<file path="src/design/scfe_pkg.sv">
// ----------------------------------------------------------------------------
// scfe_pkg
// Shared types, byte codes and the CRC-16 update for the SLIP frame encoder.
// ----------------------------------------------------------------------------
package scfe_pkg;

	localparam logic [7:0]  FEND     = 8'hC0;
	localparam logic [7:0]  FESC     = 8'hDB;
	localparam logic [7:0]  TFEND    = 8'hDC;
	localparam logic [7:0]  TFESC    = 8'hDD;
	localparam logic [15:0] CRC_SEED = 16'hFFFF;
	localparam logic [15:0] CRC_POLY = 16'h8408;

	localparam int QUEUE_DEPTH = 4;
	localparam int QUEUE_AW    = $clog2(QUEUE_DEPTH);

	typedef struct packed {
		logic [7:0]  data_byte;
		logic        frame_start;
		logic        frame_end;
		logic [15:0] crc;
	} scfe_entry_t;

	typedef enum logic [2:0] {
		PH_OPEN,
		PH_DATA,
		PH_HI,
		PH_LO,
		PH_CLOSE
	} scfe_phase_t;

	typedef enum logic [1:0] {
		FOLD_IDLE,
		FOLD_HI,
		FOLD_LO
	} scfe_fold_t;

	function automatic logic [15:0] crc_update(input logic [15:0] crc, input logic [7:0] b);
		logic [15:0] c;
		c = crc ^ {8'h00, b};
		for (int k = 0; k < 8; k++) begin
			if (c[0]) begin
				c = (c >> 1) ^ CRC_POLY;
			end else begin
				c = c >> 1;
			end
		end
		return c;
	endfunction

endpackage

</file>
<file path="src/design/scfe_front.sv">
// ----------------------------------------------------------------------------
// scfe_front
// Accepts frame bytes, runs the CRC and pushes one classified entry per beat.
// ----------------------------------------------------------------------------
module scfe_front import scfe_pkg::*; (
	input  logic        clk,
	input  logic        arst_n,
	input  logic        in_valid,
	output logic        in_stall,
	input  logic [7:0]  data_byte,
	input  logic        frame_start,
	input  logic        frame_end,
	input  logic        q_full,
	output logic        q_push,
	output scfe_entry_t q_entry
);

	logic [15:0] crc_q;
	logic [7:0]  lo_q;
	scfe_fold_t  fold_q;
	scfe_fold_t  nxt_fold;
	logic [15:0] crc_base;
	logic [15:0] crc_new;

	assign in_stall = q_full || (fold_q != FOLD_IDLE);
	assign q_push   = in_valid && !in_stall;
	assign crc_base = frame_start ? CRC_SEED : crc_q;
	assign crc_new  = crc_update(crc_base, data_byte);

	always_comb begin
		q_entry.data_byte   = data_byte;
		q_entry.frame_start = frame_start;
		q_entry.frame_end   = frame_end;
		q_entry.crc         = crc_new;
	end

	always_comb begin
		nxt_fold = fold_q;
		unique case (fold_q)
			FOLD_IDLE: begin
				if (q_push && frame_end) begin
					nxt_fold = FOLD_HI;
				end
			end
			FOLD_HI: nxt_fold = FOLD_LO;
			default: nxt_fold = FOLD_IDLE;
		endcase
	end

	// fold the trailer bytes into the running CRC after a frame end
	always_ff @(posedge clk or negedge arst_n) begin
		if (!arst_n) begin
			crc_q  <= CRC_SEED;
			fold_q <= FOLD_IDLE;
		end else begin
			fold_q <= nxt_fold;
			unique case (fold_q)
				FOLD_HI: crc_q <= crc_update(crc_q, crc_q[15:8]);
				FOLD_LO: crc_q <= crc_update(crc_q, lo_q);
				default: begin
					if (q_push) begin
						crc_q <= crc_new;
					end
				end
			endcase
		end
	end

	always_ff @(posedge clk) begin
		if (fold_q == FOLD_HI) begin
			lo_q <= crc_q[7:0];
		end
	end

endmodule

</file>
<file path="src/design/scfe_queue.sv">
// ----------------------------------------------------------------------------
// scfe_queue
// Short entry queue between the front and the back.
// ----------------------------------------------------------------------------
module scfe_queue import scfe_pkg::*; (
	input  logic        clk,
	input  logic        arst_n,
	input  logic        push,
	input  scfe_entry_t push_entry,
	output logic        full,
	input  logic        pop,
	output scfe_entry_t head,
	output logic        empty
);

	scfe_entry_t           mem_q [QUEUE_DEPTH];
	logic [QUEUE_AW-1:0]   wr_q;
	logic [QUEUE_AW-1:0]   rd_q;
	logic [QUEUE_AW:0]     cnt_q;

	assign full  = (cnt_q == (QUEUE_AW+1)'(QUEUE_DEPTH));
	assign empty = (cnt_q == '0);
	assign head  = mem_q[rd_q];

	always_ff @(posedge clk) begin
		if (push) begin
			mem_q[wr_q] <= push_entry;
		end
	end

	always_ff @(posedge clk or negedge arst_n) begin
		if (!arst_n) begin
			wr_q  <= '0;
			rd_q  <= '0;
			cnt_q <= '0;
		end else begin
			if (push) begin
				wr_q <= wr_q + 1'b1;
			end
			if (pop) begin
				rd_q <= rd_q + 1'b1;
			end
			if (push && !pop) begin
				cnt_q <= cnt_q + 1'b1;
			end else if (pop && !push) begin
				cnt_q <= cnt_q - 1'b1;
			end
		end
	end

endmodule

</file>
<file path="src/design/scfe_back.sv">
// ----------------------------------------------------------------------------
// scfe_back
// Walks each entry: open END on frame start, data, CRC and close on frame end,
// with escaping, one line byte per beat into the output register.
// ----------------------------------------------------------------------------
module scfe_back import scfe_pkg::*; (
	input  logic        clk,
	input  logic        arst_n,
	input  scfe_entry_t head,
	input  logic        q_empty,
	output logic        q_pop,
	output logic        out_valid,
	input  logic        out_stall,
	output logic [7:0]  out_byte,
	output logic        closes_frame,
	output logic        run_last
);

	scfe_phase_t phase_q;
	scfe_phase_t cur_phase;
	scfe_phase_t nxt_phase;
	logic        active_q;
	logic        esc_q;
	logic        nxt_active;
	logic        nxt_esc;
	logic        out_valid_q;
	logic        load;
	logic        fire;
	logic [7:0]  src;
	logic        special;
	logic        step_done;
	logic        item_last;
	logic [7:0]  byte_val;
	logic        closes_val;

	assign load      = !out_valid_q || !out_stall;
	assign fire      = !q_empty && load;
	assign q_pop     = fire && item_last;
	assign out_valid = out_valid_q;

	// byte and flags for the current step
	always_comb begin
		cur_phase = active_q ? phase_q : (head.frame_start ? PH_OPEN : PH_DATA);
		unique case (cur_phase)
			PH_DATA: src = head.data_byte;
			PH_HI:   src = head.crc[15:8];
			PH_LO:   src = head.crc[7:0];
			default: src = FEND;
		endcase
		special    = (src == FEND) || (src == FESC);
		closes_val = (cur_phase == PH_CLOSE);
		if (cur_phase == PH_OPEN || cur_phase == PH_CLOSE) begin
			byte_val  = FEND;
			step_done = 1'b1;
		end else if (esc_q) begin
			byte_val  = (src == FEND) ? TFEND : TFESC;
			step_done = 1'b1;
		end else if (special) begin
			byte_val  = FESC;
			step_done = 1'b0;
		end else begin
			byte_val  = src;
			step_done = 1'b1;
		end
		item_last = step_done &&
			((cur_phase == PH_DATA && !head.frame_end) || cur_phase == PH_CLOSE);
	end

	// next phase
	always_comb begin
		nxt_phase  = phase_q;
		nxt_esc    = esc_q;
		nxt_active = active_q;
		if (fire) begin
			if (!step_done) begin
				nxt_phase  = cur_phase;
				nxt_esc    = 1'b1;
				nxt_active = 1'b1;
			end else begin
				nxt_esc    = 1'b0;
				nxt_active = !item_last;
				unique case (cur_phase)
					PH_OPEN:  nxt_phase = PH_DATA;
					PH_DATA:  nxt_phase = PH_HI;
					PH_HI:    nxt_phase = PH_LO;
					PH_LO:    nxt_phase = PH_CLOSE;
					default:  nxt_phase = PH_OPEN;
				endcase
			end
		end
	end

	always_ff @(posedge clk or negedge arst_n) begin
		if (!arst_n) begin
			phase_q     <= PH_OPEN;
			active_q    <= 1'b0;
			esc_q       <= 1'b0;
			out_valid_q <= 1'b0;
		end else begin
			phase_q  <= nxt_phase;
			active_q <= nxt_active;
			esc_q    <= nxt_esc;
			if (load) begin
				out_valid_q <= !q_empty;
			end
		end
	end

	always_ff @(posedge clk) begin
		if (fire) begin
			out_byte     <= byte_val;
			closes_frame <= closes_val;
			run_last     <= item_last;
		end
	end

endmodule

</file>
<file path="src/design/slip_crc16_frame_encoder_top.sv">
// ----------------------------------------------------------------------------
// slip_crc16_frame_encoder_top
// SLIP frame encoder with CRC-16 trailer: frame bytes in, line bytes out.
//
//   channel  handshake            payload
//   input    in_valid/in_stall    data_byte, frame_start, frame_end
//   output   out_valid/out_stall  out_byte, closes_frame, run_last
//
// One line byte leaves per cycle while entries wait and out_stall is low;
// a plain data byte gives one line byte, an escaped byte two, a frame start
// adds its opening END, and a frame end adds two to four trailer bytes and
// the closing END. The front takes one byte per cycle while the four-entry
// queue has room, and stalls after a frame end while the trailer is folded
// into the CRC. Reset seeds the CRC to all ones and empties queue and output.
// Output stall holds the output register and backs up through the queue.
// ----------------------------------------------------------------------------
module slip_crc16_frame_encoder_top import scfe_pkg::*; (
	input  logic       clk,
	input  logic       arst_n,
	input  logic       in_valid,
	output logic       in_stall,
	input  logic [7:0] data_byte,
	input  logic       frame_start,
	input  logic       frame_end,
	output logic       out_valid,
	input  logic       out_stall,
	output logic [7:0] out_byte,
	output logic       closes_frame,
	output logic       run_last
);

	scfe_entry_t push_entry;
	scfe_entry_t head;
	logic        q_push;
	logic        q_pop;
	logic        q_full;
	logic        q_empty;

	scfe_front u_front (
		.clk         (clk),
		.arst_n      (arst_n),
		.in_valid    (in_valid),
		.in_stall    (in_stall),
		.data_byte   (data_byte),
		.frame_start (frame_start),
		.frame_end   (frame_end),
		.q_full      (q_full),
		.q_push      (q_push),
		.q_entry     (push_entry)
	);

	scfe_queue u_queue (
		.clk        (clk),
		.arst_n     (arst_n),
		.push       (q_push),
		.push_entry (push_entry),
		.full       (q_full),
		.pop        (q_pop),
		.head       (head),
		.empty      (q_empty)
	);

	scfe_back u_back (
		.clk          (clk),
		.arst_n       (arst_n),
		.head         (head),
		.q_empty      (q_empty),
		.q_pop        (q_pop),
		.out_valid    (out_valid),
		.out_stall    (out_stall),
		.out_byte     (out_byte),
		.closes_frame (closes_frame),
		.run_last     (run_last)
	);

endmodule
</file>
<file path="config.mk">
export PLATFORM = sky130hd
export DESIGN_NAME = slip_crc16_frame_encoder_top
export DESIGN_NICKNAME = d
export VERILOG_FILES = /design/src/design/scfe_pkg.sv /design/src/design/scfe_front.sv /design/src/design/scfe_queue.sv /design/src/design/scfe_back.sv /design/src/design/slip_crc16_frame_encoder_top.sv
export SDC_FILE = /design/constraint.sdc
export NUM_CORES = 1
export LEC_CHECK = 0
export BUFFER_PORTS_ARGS = -buffer_cell sky130_fd_sc_hd__buf_2
export CAP_MARGIN = 20
export CORE_MARGIN = 5
export CORE_UTILIZATION = 35
export DETAILED_ROUTE_END_ITERATION = 10
export PLACE_DENSITY_LB_ADDON = 0.15
export SKIP_LAST_GASP = 1
export SYNTH_ARGS = -nofsm -noshare
export SYNTH_HDL_FRONTEND = slang
export SYNTH_HIERARCHICAL = 1
export SYNTH_SLANG_ARGS = --single-unit
</file>
<file path="constraint.sdc">
create_clock -name clk -period 10.4 [get_ports clk]
set_clock_uncertainty 0.2 [all_clocks]
set_input_delay 2.6 -clock clk [delete_from_list [all_inputs] [get_ports clk]]
set_output_delay 2.6 -clock clk [all_outputs]
set_load 0.005 [all_outputs]
</file>
==> summary.md, run 1 <==
| Metric | Value |
|---|---|
| Post-detail-place hpwl | `between 10000 and 15000 um` |
| Hold_sp | `u_queue/cnt_q[2]` |
| Sw Pwr | `0.00115 W` |
| WL/cell | `approximately 19 um` |
| Ports | `26` |
| Worst R2R Setup Slack | `5.63 ns` |
| CTS tree | `built` |
| Number of buffers created by CTS | `17` |
| First-pass GRT wire length | `25000 um` |
| RSZ-0062 raised after global routing | `false` |
| Slew at the pin closest to its max-slew limit | `0.831 ns` |
| Syn nets | `530` |
| Detailed Route WL | `15600 um` |
| Core Util, Final | `39.5%` |
| Die Y | `about 160 um` |
| Most frequent cell after synthesis | `edfxtp_1` |
| Fin. max-slew vios | `0` |
| Initial detailed-routing violation count | `211` |
| Seq cells post-synth | `153` |
| TritonCTS Sinks | `153` |
| Final hold vios | `0` |
| Clock power frac | `18.6%` |
| Initial antenna violation count | `0` |
| Syn avg cell area | `14.8 sq um` |
| Vias per cell | `5.07` |
| Warnings from Yosys | `6` |
| Flop pwr share | `between 30% and 40%` |
| Detail Route met3 WL | `461 um` |
| Mapped Area | `7490 sq um` |
| Reg2reg start | `u_queue/rd_q[0]` |
| Core footprint | `21000 sq um` |
| HP Class | `reg2reg` |
| Largest cells by area after synthesis | `edfxtp_1, xnor2_1, dfstp_2, mux4_2, dfrtp_1` |
| Skew-Pair Late Insertion Delay | `around 0.42 ns` |
| Slew margin rel. | `44.6%` |
| Share of cells above drive strength 1 | `21.1%` |
| Hold_buf cts | `0` |
| Final setup violation count | `0` |
| Met2 Wirelength | `7760 um` |
| Max Cap Viol | `0` |
| Port bufs | `25` |
| CTS Buffer Depth | `2` |
| Worst setup startpoint | `u_queue/rd_q[0]` |
| Post-layout min period | `4.77 ns` |
| Distinct cells, synth | `69` |
| Final TNS setup | `0 ns` |
| Row cnt | `between 50 and 60` |
| H-tree Lvls | `4` |
| CP max FO | `28` |
| Clk root buf | `clkbuf_16` |
| Nets | `about 540` |
| Die area | `24400 sq um` |
| Top cells by count, synth | `edfxtp_1, xnor2_1, nor2_1` |
| GRT Overall Usage | `between 10% and 20%` |
| Top Layer Used | `met4` |
| Period utilization | `a little under half` |
| Synthesis-to-finish area growth | `10.9%` |
| Number of remaining DRC errors | `0` |
| Gate power share | `between 40% and 50%` |
| Fmax | `0.210 GHz` |
| Crit path arrival time | `between 4 and 5 ns` |
| Fin cells | `808` |
| ANT nets after route | `0` |
| CP required | `10.53 ns` |
| Post-synth top flop | `edfxtp_1` |
| Pin count of the biggest net entering global routing | `32` |
| PwrDens | `370 nW/um^2` |
| Cell Int Power | `~0.0019 W` |
| Yosys top cell area share | `48.9%` |
| Synth area leader | `edfxtp_1` |
| Crit Path Class | `reg2reg` |
| M1 WL | `7280 um` |
| Pre-antenna DRT Iters | `5` |
| DP Cell Count | `775` |
| Setup bufs post-CTS | `0` |
| Net Sw Frac | `37.3%` |
| Die W | `156 um` |
| CP Launch Type | `register` |
| Worst-path clk slew | `around 0.06 ns` |
| Post-CTS Resized | `0` |
| EDFF count, synth | `~120` |
| Status | `finished, final reports clean` |
| Maximum vdd drop | `193 uV` |
| Grt total ovfl | `0` |
| Initial Utilization | `35.6%` |
| Vias in the first global route | `4323` |
| Via count | `4097` |
| Syn Inst Count | `506` |
| Fraction of registers with async set/reset | `20.3%` |
| Seq/Total Area, Yosys | `59.5%` |
| Leakage power total | `2.85 nW` |
| GPL Wtd Cong | `roughly 0.8` |
| Crit end category | `register` |
-- state kept, by name, summed over array words and instances, names as in the netlist --
register	flops
u_back/active_q	1
u_back/out_byte	8
u_queue/cnt_q	3
u_front/crc_q	16
u_back/phase_q	3
u_back/run_last	1
u_back/out_valid	1
u_queue/mem_q	104
u_back/esc_q	1
u_queue/rd_q	2
u_back/closes_frame	1
u_queue/wr_q	2
u_front/fold_q	2
u_front/lo_q	8
-- logic make-up after synthesis --
kind of cell,count (synthesis),share of synthesized area (%)
multiplexers,30,8.79
AO/OA/AOI/OAI,76,7.82
adder cells (fa/ha/maj),10,1.77
XOR/XNOR,83,11.5
flip-flops,153,59.5
buffers and inverters,56,4.19
AND/OR/NAND/NOR,98,6.42
-- metrics by stage --
stage	area [sq um]	hold slack, ns	power (W)	setup WS (ns)
global route	8300	0.331	0.00328	5.30
CTS	8300	0.300	0.00312	5.57
detailed placement	7770	0.291	0.00253	5.60
floorplan	7490	0.256	0.00220	6.08
finish	8310	0.291	0.00307	5.63
global placement	7770	0.274	0.00252	5.69
-- critical path, stage by stage, from the launching register on --
cell and delay, ns:
dfrtp_1 0.32, buf_4 0.46, mux4_2 0.66, o22ai_4 0.28, a222oi_1 0.23, or4_4 0.56, a2111oi_4 0.66, nor3_2 0.17
inv_1 0.09, ha_1 0.17, inv_1 0.06, fa_1 0.37, xor2_1 0.17, nor2_1 0.11, xor2_1 0.15
-- layout by cell type, fill, tap and decap left out, types with 16 or more instances in the layout --
master     instances
dfstp_2           16
buf_2             25
xnor2_1           58
mux4_2            18
nor2_1            34
nand2_1           28
xor2_1            16
clkbuf_16         17
edfxtp_1         122
-- layout make-up --
cell class | instances | area, sq um
repair buffers | 33 | 185
clock inverters | 5 | 73.8
diodes | 1 | 2.50
flip-flops and latches | 153 | 4460
multi-input cells | 297 | 2720
clock buffers | 27 | 463
fillers | 1954 | 12700
well taps | 275 | 344
inverters | 17 | 63.8
-- layer usage --
| metal | track usage (%) | up-vias |
|---|---|---|
| met5 | 0 | - |
| met3 | 3.07 | 7 |
| met4 | 4.01 | 0 |
| met1 | 17.8 | 2112 |
| met2 | 22.3 | 65 |
| li1 | - | 1913 |
-- power groups by stage --
stage	sequential [W]	combinational (W)	clock, W
2_1_floorplan	0.00101	0.00120	0
3_3_place_gp	0.00109	0.00143	0
3_5_place_dp	0.00109	0.00144	0
4_1_cts	0.00108	0.00144	0.000591
5_1_grt	0.00110	0.00157	0.000614
6_report	0.00108	0.00142	0.000571
-- worst paths after layout --
kind,endpoint,depth (start not counted)
worst max-delay path,u_queue/cnt_q[2],14
max in group asynchronous,u_front/fold_q[1],1
worst max register to register,u_queue/cnt_q[2],14
min in group asynchronous,u_back/out_valid,1
worst min-delay path,u_queue/cnt_q[2],1
worst min register to register,u_queue/cnt_q[2],1
No activity file was read; power rests on OpenSTA's default activity.
==> run 2, diff against run 1 <==
==> constraint.sdc (replaced) <==
create_clock -name clk -period 4 [get_ports clk]
set_clock_uncertainty 0.2 [all_clocks]
set_input_delay 1 -clock clk [delete_from_list [all_inputs] [get_ports clk]]
set_output_delay 1 -clock clk [all_outputs]
set_load 0.005 [all_outputs]
==> run 2 against run 1 <==
Against the previous run:
- total power increased to 2.7 times the previous value
- sequential share of layout area decreased by 1.1 points
- core utilization increased by 0.86 points
- non-clock buffer count increased by 19
- register-to-register slack got worse by 5.5 ns
- maximum frequency increased by 23%
- first-iteration DRC count increased by 3.8%
- count of clock-buffer cells in the layout decreased by 9
- worst setup slack got worse by 5.5 ns
- hold slack improved by 0.00075 ns
- critical endpoint unchanged
==> summary.md, run 2 (synthesized netlist as in run 1, its figures left out) <==
| Metric | Value |
|---|---|
| Slew margin rel. | `46.3% (+1.7 points)` |
| GRT Overall Usage | `13.6% (+0.14 points)` |
| WL/cell | `19.4 um (+0.44%)` |
| Number of buffers created by CTS | `17 (unchanged)` |
| Maximum vdd drop | `536 uV (+180%)` |
| CTS Buffer Depth | `2 (unchanged)` |
| Area occupied by multi-input gates | `2720 sq um (+0.18%)` |
| CTS tree | `built` |
| Fmax | `0.258 GHz (+23%)` |
| Worst-path clk slew | `0.07 ns (about the same)` |
| Ports | `26 (unchanged)` |
| M1 WL | `7390 um (+1.5%)` |
| Fill count | `1941 (-0.67%)` |
| FF-to-FF path depth | `13 (-1)` |
| First-pass GRT wire length | `25100 um (+0.36%)` |
| Core footprint | `21000 sq um (unchanged)` |
| Met2 Wirelength | `7860 um (+1.3%)` |
| Final setup margin | `0.122 ns (-5.51 ns)` |
| HP Class | `reg2reg` |
| TritonCTS Sinks | `153 (unchanged)` |
| Buf/Inv on CP | `2 (-1)` |
| Worst setup startpoint | `u_queue/rd_q[0]` |
| Grt total ovfl | `0 (unchanged)` |
| DP Cell Count | `786 (+1.4%)` |
| Post-detail-place hpwl | `10900 um (+3.7%)` |
| Via count | `4205 (+2.6%)` |
| Clk root buf | `clkbuf_16` |
| Critical R2R Capture | `u_queue/cnt_q[2]` |
| Hold_sp | `u_queue/cnt_q[2]` |
| Flip-flop count of the largest register after layout | `104 (unchanged)` |
| Fin cells | `826 (+2.2%)` |
| GPL Wtd Cong | `0.825 (+0.73%)` |
| Post-layout min period | `3.88 ns (-0.890 ns)` |
| Cell family with most CP delay | `compound AO/OA/AOI/OAI gates` |
| H-tree Lvls | `4 (unchanged)` |
| Row cnt | `53 (unchanged)` |
| Leakage power total | `2.95 nW (+3.6%)` |
| Most frequent cells in the layout | `edfxtp_1, xnor2_1, nor2_1` |
| Initial Utilization | `35.6% (unchanged)` |
| CP required | `4.15 ns (-6.38 ns)` |
| Detailed Route WL | `16000 um (+2.7%)` |
| Pin count of the biggest net entering global routing | `32 (unchanged)` |
| Pre-antenna DRT Iters | `5 (unchanged)` |
| Skew-Pair Late Insertion Delay | `0.42 ns (about the same)` |
| Final hold vios | `0 (unchanged)` |
| Nets | `562 (+3.5%)` |
| Hold_buf cts | `0 (unchanged)` |
| Die Y | `156 um (unchanged)` |
| CP max FO | `5 (-82%)` |
| Fin. max-slew vios | `0 (unchanged)` |
| Slew at the pin closest to its max-slew limit | `0.806 ns (-0.0248 ns)` |
| Max Cap Viol | `0 (unchanged)` |
| Top Layer Used | `met4` |
| Initial detailed-routing violation count | `219 (+3.8%)` |
| Crit-path most repeated cell | `xor2_1` |
| Placement Setup Slack | `-0.0191 ns (-5.62 ns)` |
| Number of remaining DRC errors | `0 (unchanged)` |
| Worst setup endpoint | `u_queue/cnt_q[2]` |
| Vias in the first global route | `4280 (-0.99%)` |
| Largest Register | `u_queue/mem_q` |
| Detail Route met3 WL | `584 um (+27%)` |
| Port bufs | `25 (unchanged)` |
| ANT nets after route | `0 (unchanged)` |
| CP Launch Type | `register` |
| Crit end category | `register` |
| PwrDens | `969 nW/um^2 (+160%)` |
| Crit Path Class | `reg2reg` |
| Worst hold margin | `0.292 ns (+0.000749 ns)` |
| Slowest-stage cell, CP | `or4_4` |
| Final setup violation count | `0 (unchanged)` |
| Share of cells above drive strength 1 | `25.4% (+4.4 points)` |
| Die W | `156 um (unchanged)` |
| Cell Chain, Critical Path | `mux4_2 > o22ai_4 > a222oi_1 > or4_4 > a2111oi_4 > nor3_2 > inv_1 > ha_2 > inv_2 > fa_2 > xor2_1 > nor2_1 > xor2_1` |
| Regs by FF count | `u_queue/mem_q: 104 flops, u_front/crc_q: 16 flops` |
| RSZ-0062 raised after global routing | `false` |
| Reg2reg start | `u_queue/rd_q[0]` |
| Vias per cell | `5.09 (+0.40%)` |
| Antenna cells | `0 (-1)` |
| Most common cell after layout, fill and taps aside | `edfxtp_1` |
| Die area | `24400 sq um (unchanged)` |
| Status | `finished, final reports clean` |
| Synthesis-to-finish area growth | `13.4%` |
| Period utilization | `97.0% (+51 points)` |
| WP depth | `13 (-1)` |
| CP peak stage delay | `0.58 ns (-0.08 ns)` |
| Worst R2R Setup Slack | `0.12 ns (-5.51 ns)` |
| Crit path arrival time | `4.02 ns (-0.88 ns)` |
| Initial antenna violation count | `0 (unchanged)` |
| Register Area | `4460 sq um (about the same)` |
[run 2: cell count changes in the layout (fill, tap and decap cells not counted), sizes merged]
cell	before	now
clkinvlp	0	1
diode	1	0
bufinv	2	1
clkinv	3	6
buf	33	52
clkbuf	27	18
inv	17	23
[run 2: power by group]
| part | total (W) | switching, W | leakage, nW | internal [W] |
|---|---|---|---|---|
| logic | 0.00392 | 0.00210 | 1.23 | 0.00182 |
| registers | 0.00280 | 0.000366 | 1.46 | 0.00244 |
| clock network | 0.00150 | 0.000642 | 0.264 | 0.000858 |
| total | 0.00822 | 0.00311 | 2.95 | 0.00512 |
[run 2: worst register-to-register path: cells and delay by family, from the launching register on]
| family | cells | cell delay (ns) |
|---|---|---|
| DFF | 1 | 0.40 |
| AOI/OAI and AO/OA | 3 | 0.94 |
| adders and majority gates | 2 | 0.52 |
| buffers and inverters | 2 | 0.11 |
| muxes | 1 | 0.56 |
| and+or+nand+nor | 3 | 0.79 |
| xor gates and xnor gates | 2 | 0.31 |
[run 2: final cells by class]
| class | instances | share of cell area (%) |
|---|---|---|
| sequential | 153 | 52.6 |
| clock buffer | 18 | 5.06 |
| tap | 275 | 4.05 |
| inverter | 17 | 0.752 |
| timing repair buffer | 52 | 4.16 |
| clock inverter | 14 | 1.39 |
| multi-input combinational | 297 | 32.0 |
[run 2: what timing repair did]
action / 4_1_cts / 5_1_grt
setup endpoints to repair: 0 / 2
resized for setup: 0 / 1
setup buffers: 0 / 8
[run 2: worst min-delay path by stage]
stage,end,slack (ns),cells after the start
floorplan,u_queue/cnt_q[2],0.25,1
global placement,u_queue/cnt_q[2],0.27,1
detailed placement,u_queue/cnt_q[2],0.27,1
CTS,u_queue/cnt_q[2],0.29,1
global route,u_queue/cnt_q[2],0.30,1
finish,u_queue/cnt_q[2],0.29,1
[run 2: stage by stage]
step / total power [W] / utilization, % / TNS (ns) / cell area, sq um
2_1_floorplan: 0.00573 / - / -0.168 / 7490
3_3_place_gp: 0.00666 / 37.5 / 0 / 7880
3_5_place_dp: 0.00672 / 37.5 / -0.0191 / 7880
4_1_cts: 0.00826 / 40.1 / 0 / 8430
5_1_grt: 0.00878 / 40.4 / 0 / 8490
6_report: 0.00822 / 40.4 / 0 / 8490
[run 2: per-layer routing]
| layer | track usage, % | vias to the layer above |
|---|---|---|
| met4 | 4.09 | 0 |
| met3 | 2.99 | 12 |
| li1 | - | 1957 |
| met1 | 18.5 | 2154 |
| met2 | 21.9 | 82 |
| met5 | 0 | - |
==> run 3, diff against run 2 <==
--- a/config.mk
+++ b/config.mk
@@ -10,7 +10,7 @@
 export CORE_MARGIN = 5
 export CORE_UTILIZATION = 35
 export DETAILED_ROUTE_END_ITERATION = 10
-export PLACE_DENSITY_LB_ADDON = 0.15
+export PLACE_DENSITY_LB_ADDON = 0.2
 export SKIP_LAST_GASP = 1
 export SYNTH_ARGS = -nofsm -noshare
 export SYNTH_HDL_FRONTEND = slang
==> run 3 against run 2 <==
Against the previous run:
- sequential power barely moved
- critical path depth up 1
- register-to-register slack worse by 0.05 ns
==> summary.md, run 3 (synthesized netlist as in run 1, its figures left out) <==
| Metric | Value |
|---|---|
| Initial detailed-routing violation count | `285 (+30%)` |
| PwrDens | `971 nW/um^2 (+0.17%)` |
| Crit end category | `register` |
| Slew at the pin closest to its max-slew limit | `0.859 ns (+0.0529 ns)` |
| Hold Path Depth | `2 (+1)` |
| Fin. max-slew vios | `0 (unchanged)` |
| Pin count of the biggest net entering global routing | `32 (unchanged)` |
| Most frequent cells in the layout | `edfxtp_1, xnor2_1, nor2_1` |
| Skew-Pair Late Insertion Delay | `0.42 ns (about the same)` |
| Largest Register | `u_queue/mem_q` |
| Maximum vdd drop | `530 uV (-1.2%)` |
| Vias per cell | `5.00 (-1.9%)` |
| GRT Overall Usage | `13.4% (-0.24 points)` |
| RSZ-0062 raised after global routing | `true` |
| CTS Buffer Depth | `2 (unchanged)` |
| Leakage power total | `2.95 nW (+0.13%)` |
| Status | `finished, final reports clean` |
| Number of remaining DRC errors | `0 (unchanged)` |
| Row cnt | `53 (unchanged)` |
| Crit Path Class | `reg2reg` |
| Power, Total | `0.00828 W (+0.74%)` |
| Clk root buf | `clkbuf_16` |
| Clock power frac | `18.8% (+0.6 points)` |
| TritonCTS Sinks | `153 (unchanged)` |
| Grt total ovfl | `0 (unchanged)` |
| Sw Pwr | `0.00307 W (-1.2%)` |
| WL/cell | `18.7 um (-3.2%)` |
| Max Cap Viol | `0 (unchanged)` |
| Final hold vios | `0 (unchanged)` |
| Initial Utilization | `35.6% (unchanged)` |
| Crit path arrival time | `4.06 ns (+0.04 ns)` |
| Flip-flop count of the largest register after layout | `104 (unchanged)` |
| Detailed Route WL | `15500 um (-2.9%)` |
| Ports | `26 (unchanged)` |
| Worst-path clk slew | `0.06 ns (about the same)` |
| Register Area | `4460 sq um (unchanged)` |
| Fill count | `1909 (-1.6%)` |
| ANT nets after route | `0 (unchanged)` |
| FF-to-FF path depth | `14 (+1)` |
| Period utilization | `98.1% (+1.1 points)` |
| Port bufs | `25 (unchanged)` |
| First-pass GRT wire length | `24800 um (-1.1%)` |
| Number of buffers created by CTS | `17 (unchanged)` |
| Final setup violation count | `0 (unchanged)` |
| Die Y | `156 um (unchanged)` |
| Nets | `564 (+0.36%)` |
| Die area | `24400 sq um (unchanged)` |
| Most common cell after layout, fill and taps aside | `edfxtp_1` |
| Slew margin rel. | `42.7% (-3.5 points)` |
| CP required | `4.14 ns (about the same)` |
| Share of cells above drive strength 1 | `26.0% (+0.63 points)` |
| Post-detail-place hpwl | `10600 um (-2.5%)` |
| Design area | `8540 sq um (+0.56%)` |
| CP max FO | `5 (unchanged)` |
| GPL Wtd Cong | `0.861 (+4.3%)` |
| Fmax | `0.255 GHz (-1.1%)` |
| CP Launch Type | `register` |
| Net Sw Frac | `37.0% (-0.72 points)` |
| HP Class | `reg2reg` |
| Synthesis-to-finish area growth | `14.0%` |
| Die W | `156 um (unchanged)` |
| Pre-antenna DRT Iters | `4 (-1)` |
| Flop pwr share | `33.9% (-0.2 points)` |
| Regs by FF count | `u_queue/mem_q: 104 flops, u_front/crc_q: 16 flops` |
| Core footprint | `21000 sq um (unchanged)` |
| CTS tree | `built` |
| Cell Int Power | `0.00522 W (+1.9%)` |
| Gate power share | `47.3% (-0.4 points)` |
| DP Area | `7890 sq um (about the same)` |
| Initial antenna violation count | `0 (unchanged)` |
| Via count | `4142 (-1.5%)` |
| Hold_buf cts | `0 (unchanged)` |
| Area occupied by multi-input gates | `2720 sq um (unchanged)` |
| Vias in the first global route | `4397 (+2.7%)` |
| H-tree Lvls | `4 (unchanged)` |
| Post-layout min period | `3.92 ns (+0.0451 ns)` |
==> run 3: cell count changes in the layout (fill, tap and decap cells not counted), sizes merged <==
cell	delta
inv	-6
buf	+2
diode	+1
clkinv	-4
bufinv	+1
clkbuf	+4
clkinvlp	+5
==> run 3: worst max-delay path, cell delays in order, from the launching register on <==
cell and delay, ns:
dfrtp_2 0.43, mux4_2 0.56, o22ai_4 0.25, a222oi_1 0.22
buf_4 0.18, or4_4 0.49, a2111oi_4 0.40, nor3_2 0.08
inv_1 0.07, ha_2 0.18, inv_2 0.04, fa_2 0.33
xor2_1 0.16, nor2_1 0.11, xor2_1 0.15
==> run 3: timing repair <==
action | in CTS | in global routing
gates resized for setup | 1 | 0
endpoints found under the setup margin | 1 | 2
pin swaps | 3 | 6
buffers inserted | 0 | 9
==> run 3: per-stage QoR <==
stage               hold WS [ns]  setup WS, ns  std cells  util (%)  setup TNS, ns
finish                     0.294        0.0767        829      40.6              0
global route               0.341        -0.135        828      40.6         -0.147
CTS                        0.303       0.00442        819      40.3              0
detailed placement         0.290       0.00332        787      37.5              0
global placement           0.282        0.0804        787      37.5              0
floorplan                  0.253        -0.104        506         -         -0.168
==> run 3: layer usage <==
metal / wire, um / part of all wire [%] / vias to the layer above / track usage, %
met1: 7190 / 46 / 2081 / 17.5
li1: - / - / 1963 / -
met3: 546 / 3.5 / 15 / 3.68
met2: 7640 / 49 / 83 / 21.9
met4: 163 / 1.0 / 0 / 3.84
met5: 0 / 0 / - / 0
==> run 3: path summary, 6_finish.rpt <==
kind	from	end	slack (ns)
max in group asynchronous	arst_n	u_queue/rd_q[0]	2.53
hold reg to reg	u_back/out_valid	u_back/out_valid	0.29
setup / recovery	u_queue/rd_q[0]	u_queue/cnt_q[2]	0.08
min in group asynchronous	arst_n	u_back/out_valid	0.49
setup reg to reg	u_queue/rd_q[0]	u_queue/cnt_q[2]	0.08
hold / removal	u_back/out_valid	u_back/out_valid	0.29
==> run 3: layout make-up <==
type / instances / area share (%)
flip-flops and latches: 153 / 52.3
multi-input cells: 297 / 31.9
clock buffers: 22 / 5.32
repair buffers: 54 / 4.31
well taps: 275 / 4.03
clock inverters: 10 / 1.44
inverters: 17 / 0.748
diodes: 1 / 0.0293
==> run 3: power by group through the flow <==
stage	registers [W]	logic (W)	clock network, W
floorplan	0.00262	0.00311	0
global route	0.00287	0.00428	0.00167
detailed placement	0.00284	0.00383	0
global placement	0.00283	0.00379	0
CTS	0.00281	0.00386	0.00160
finish	0.00281	0.00392	0.00156
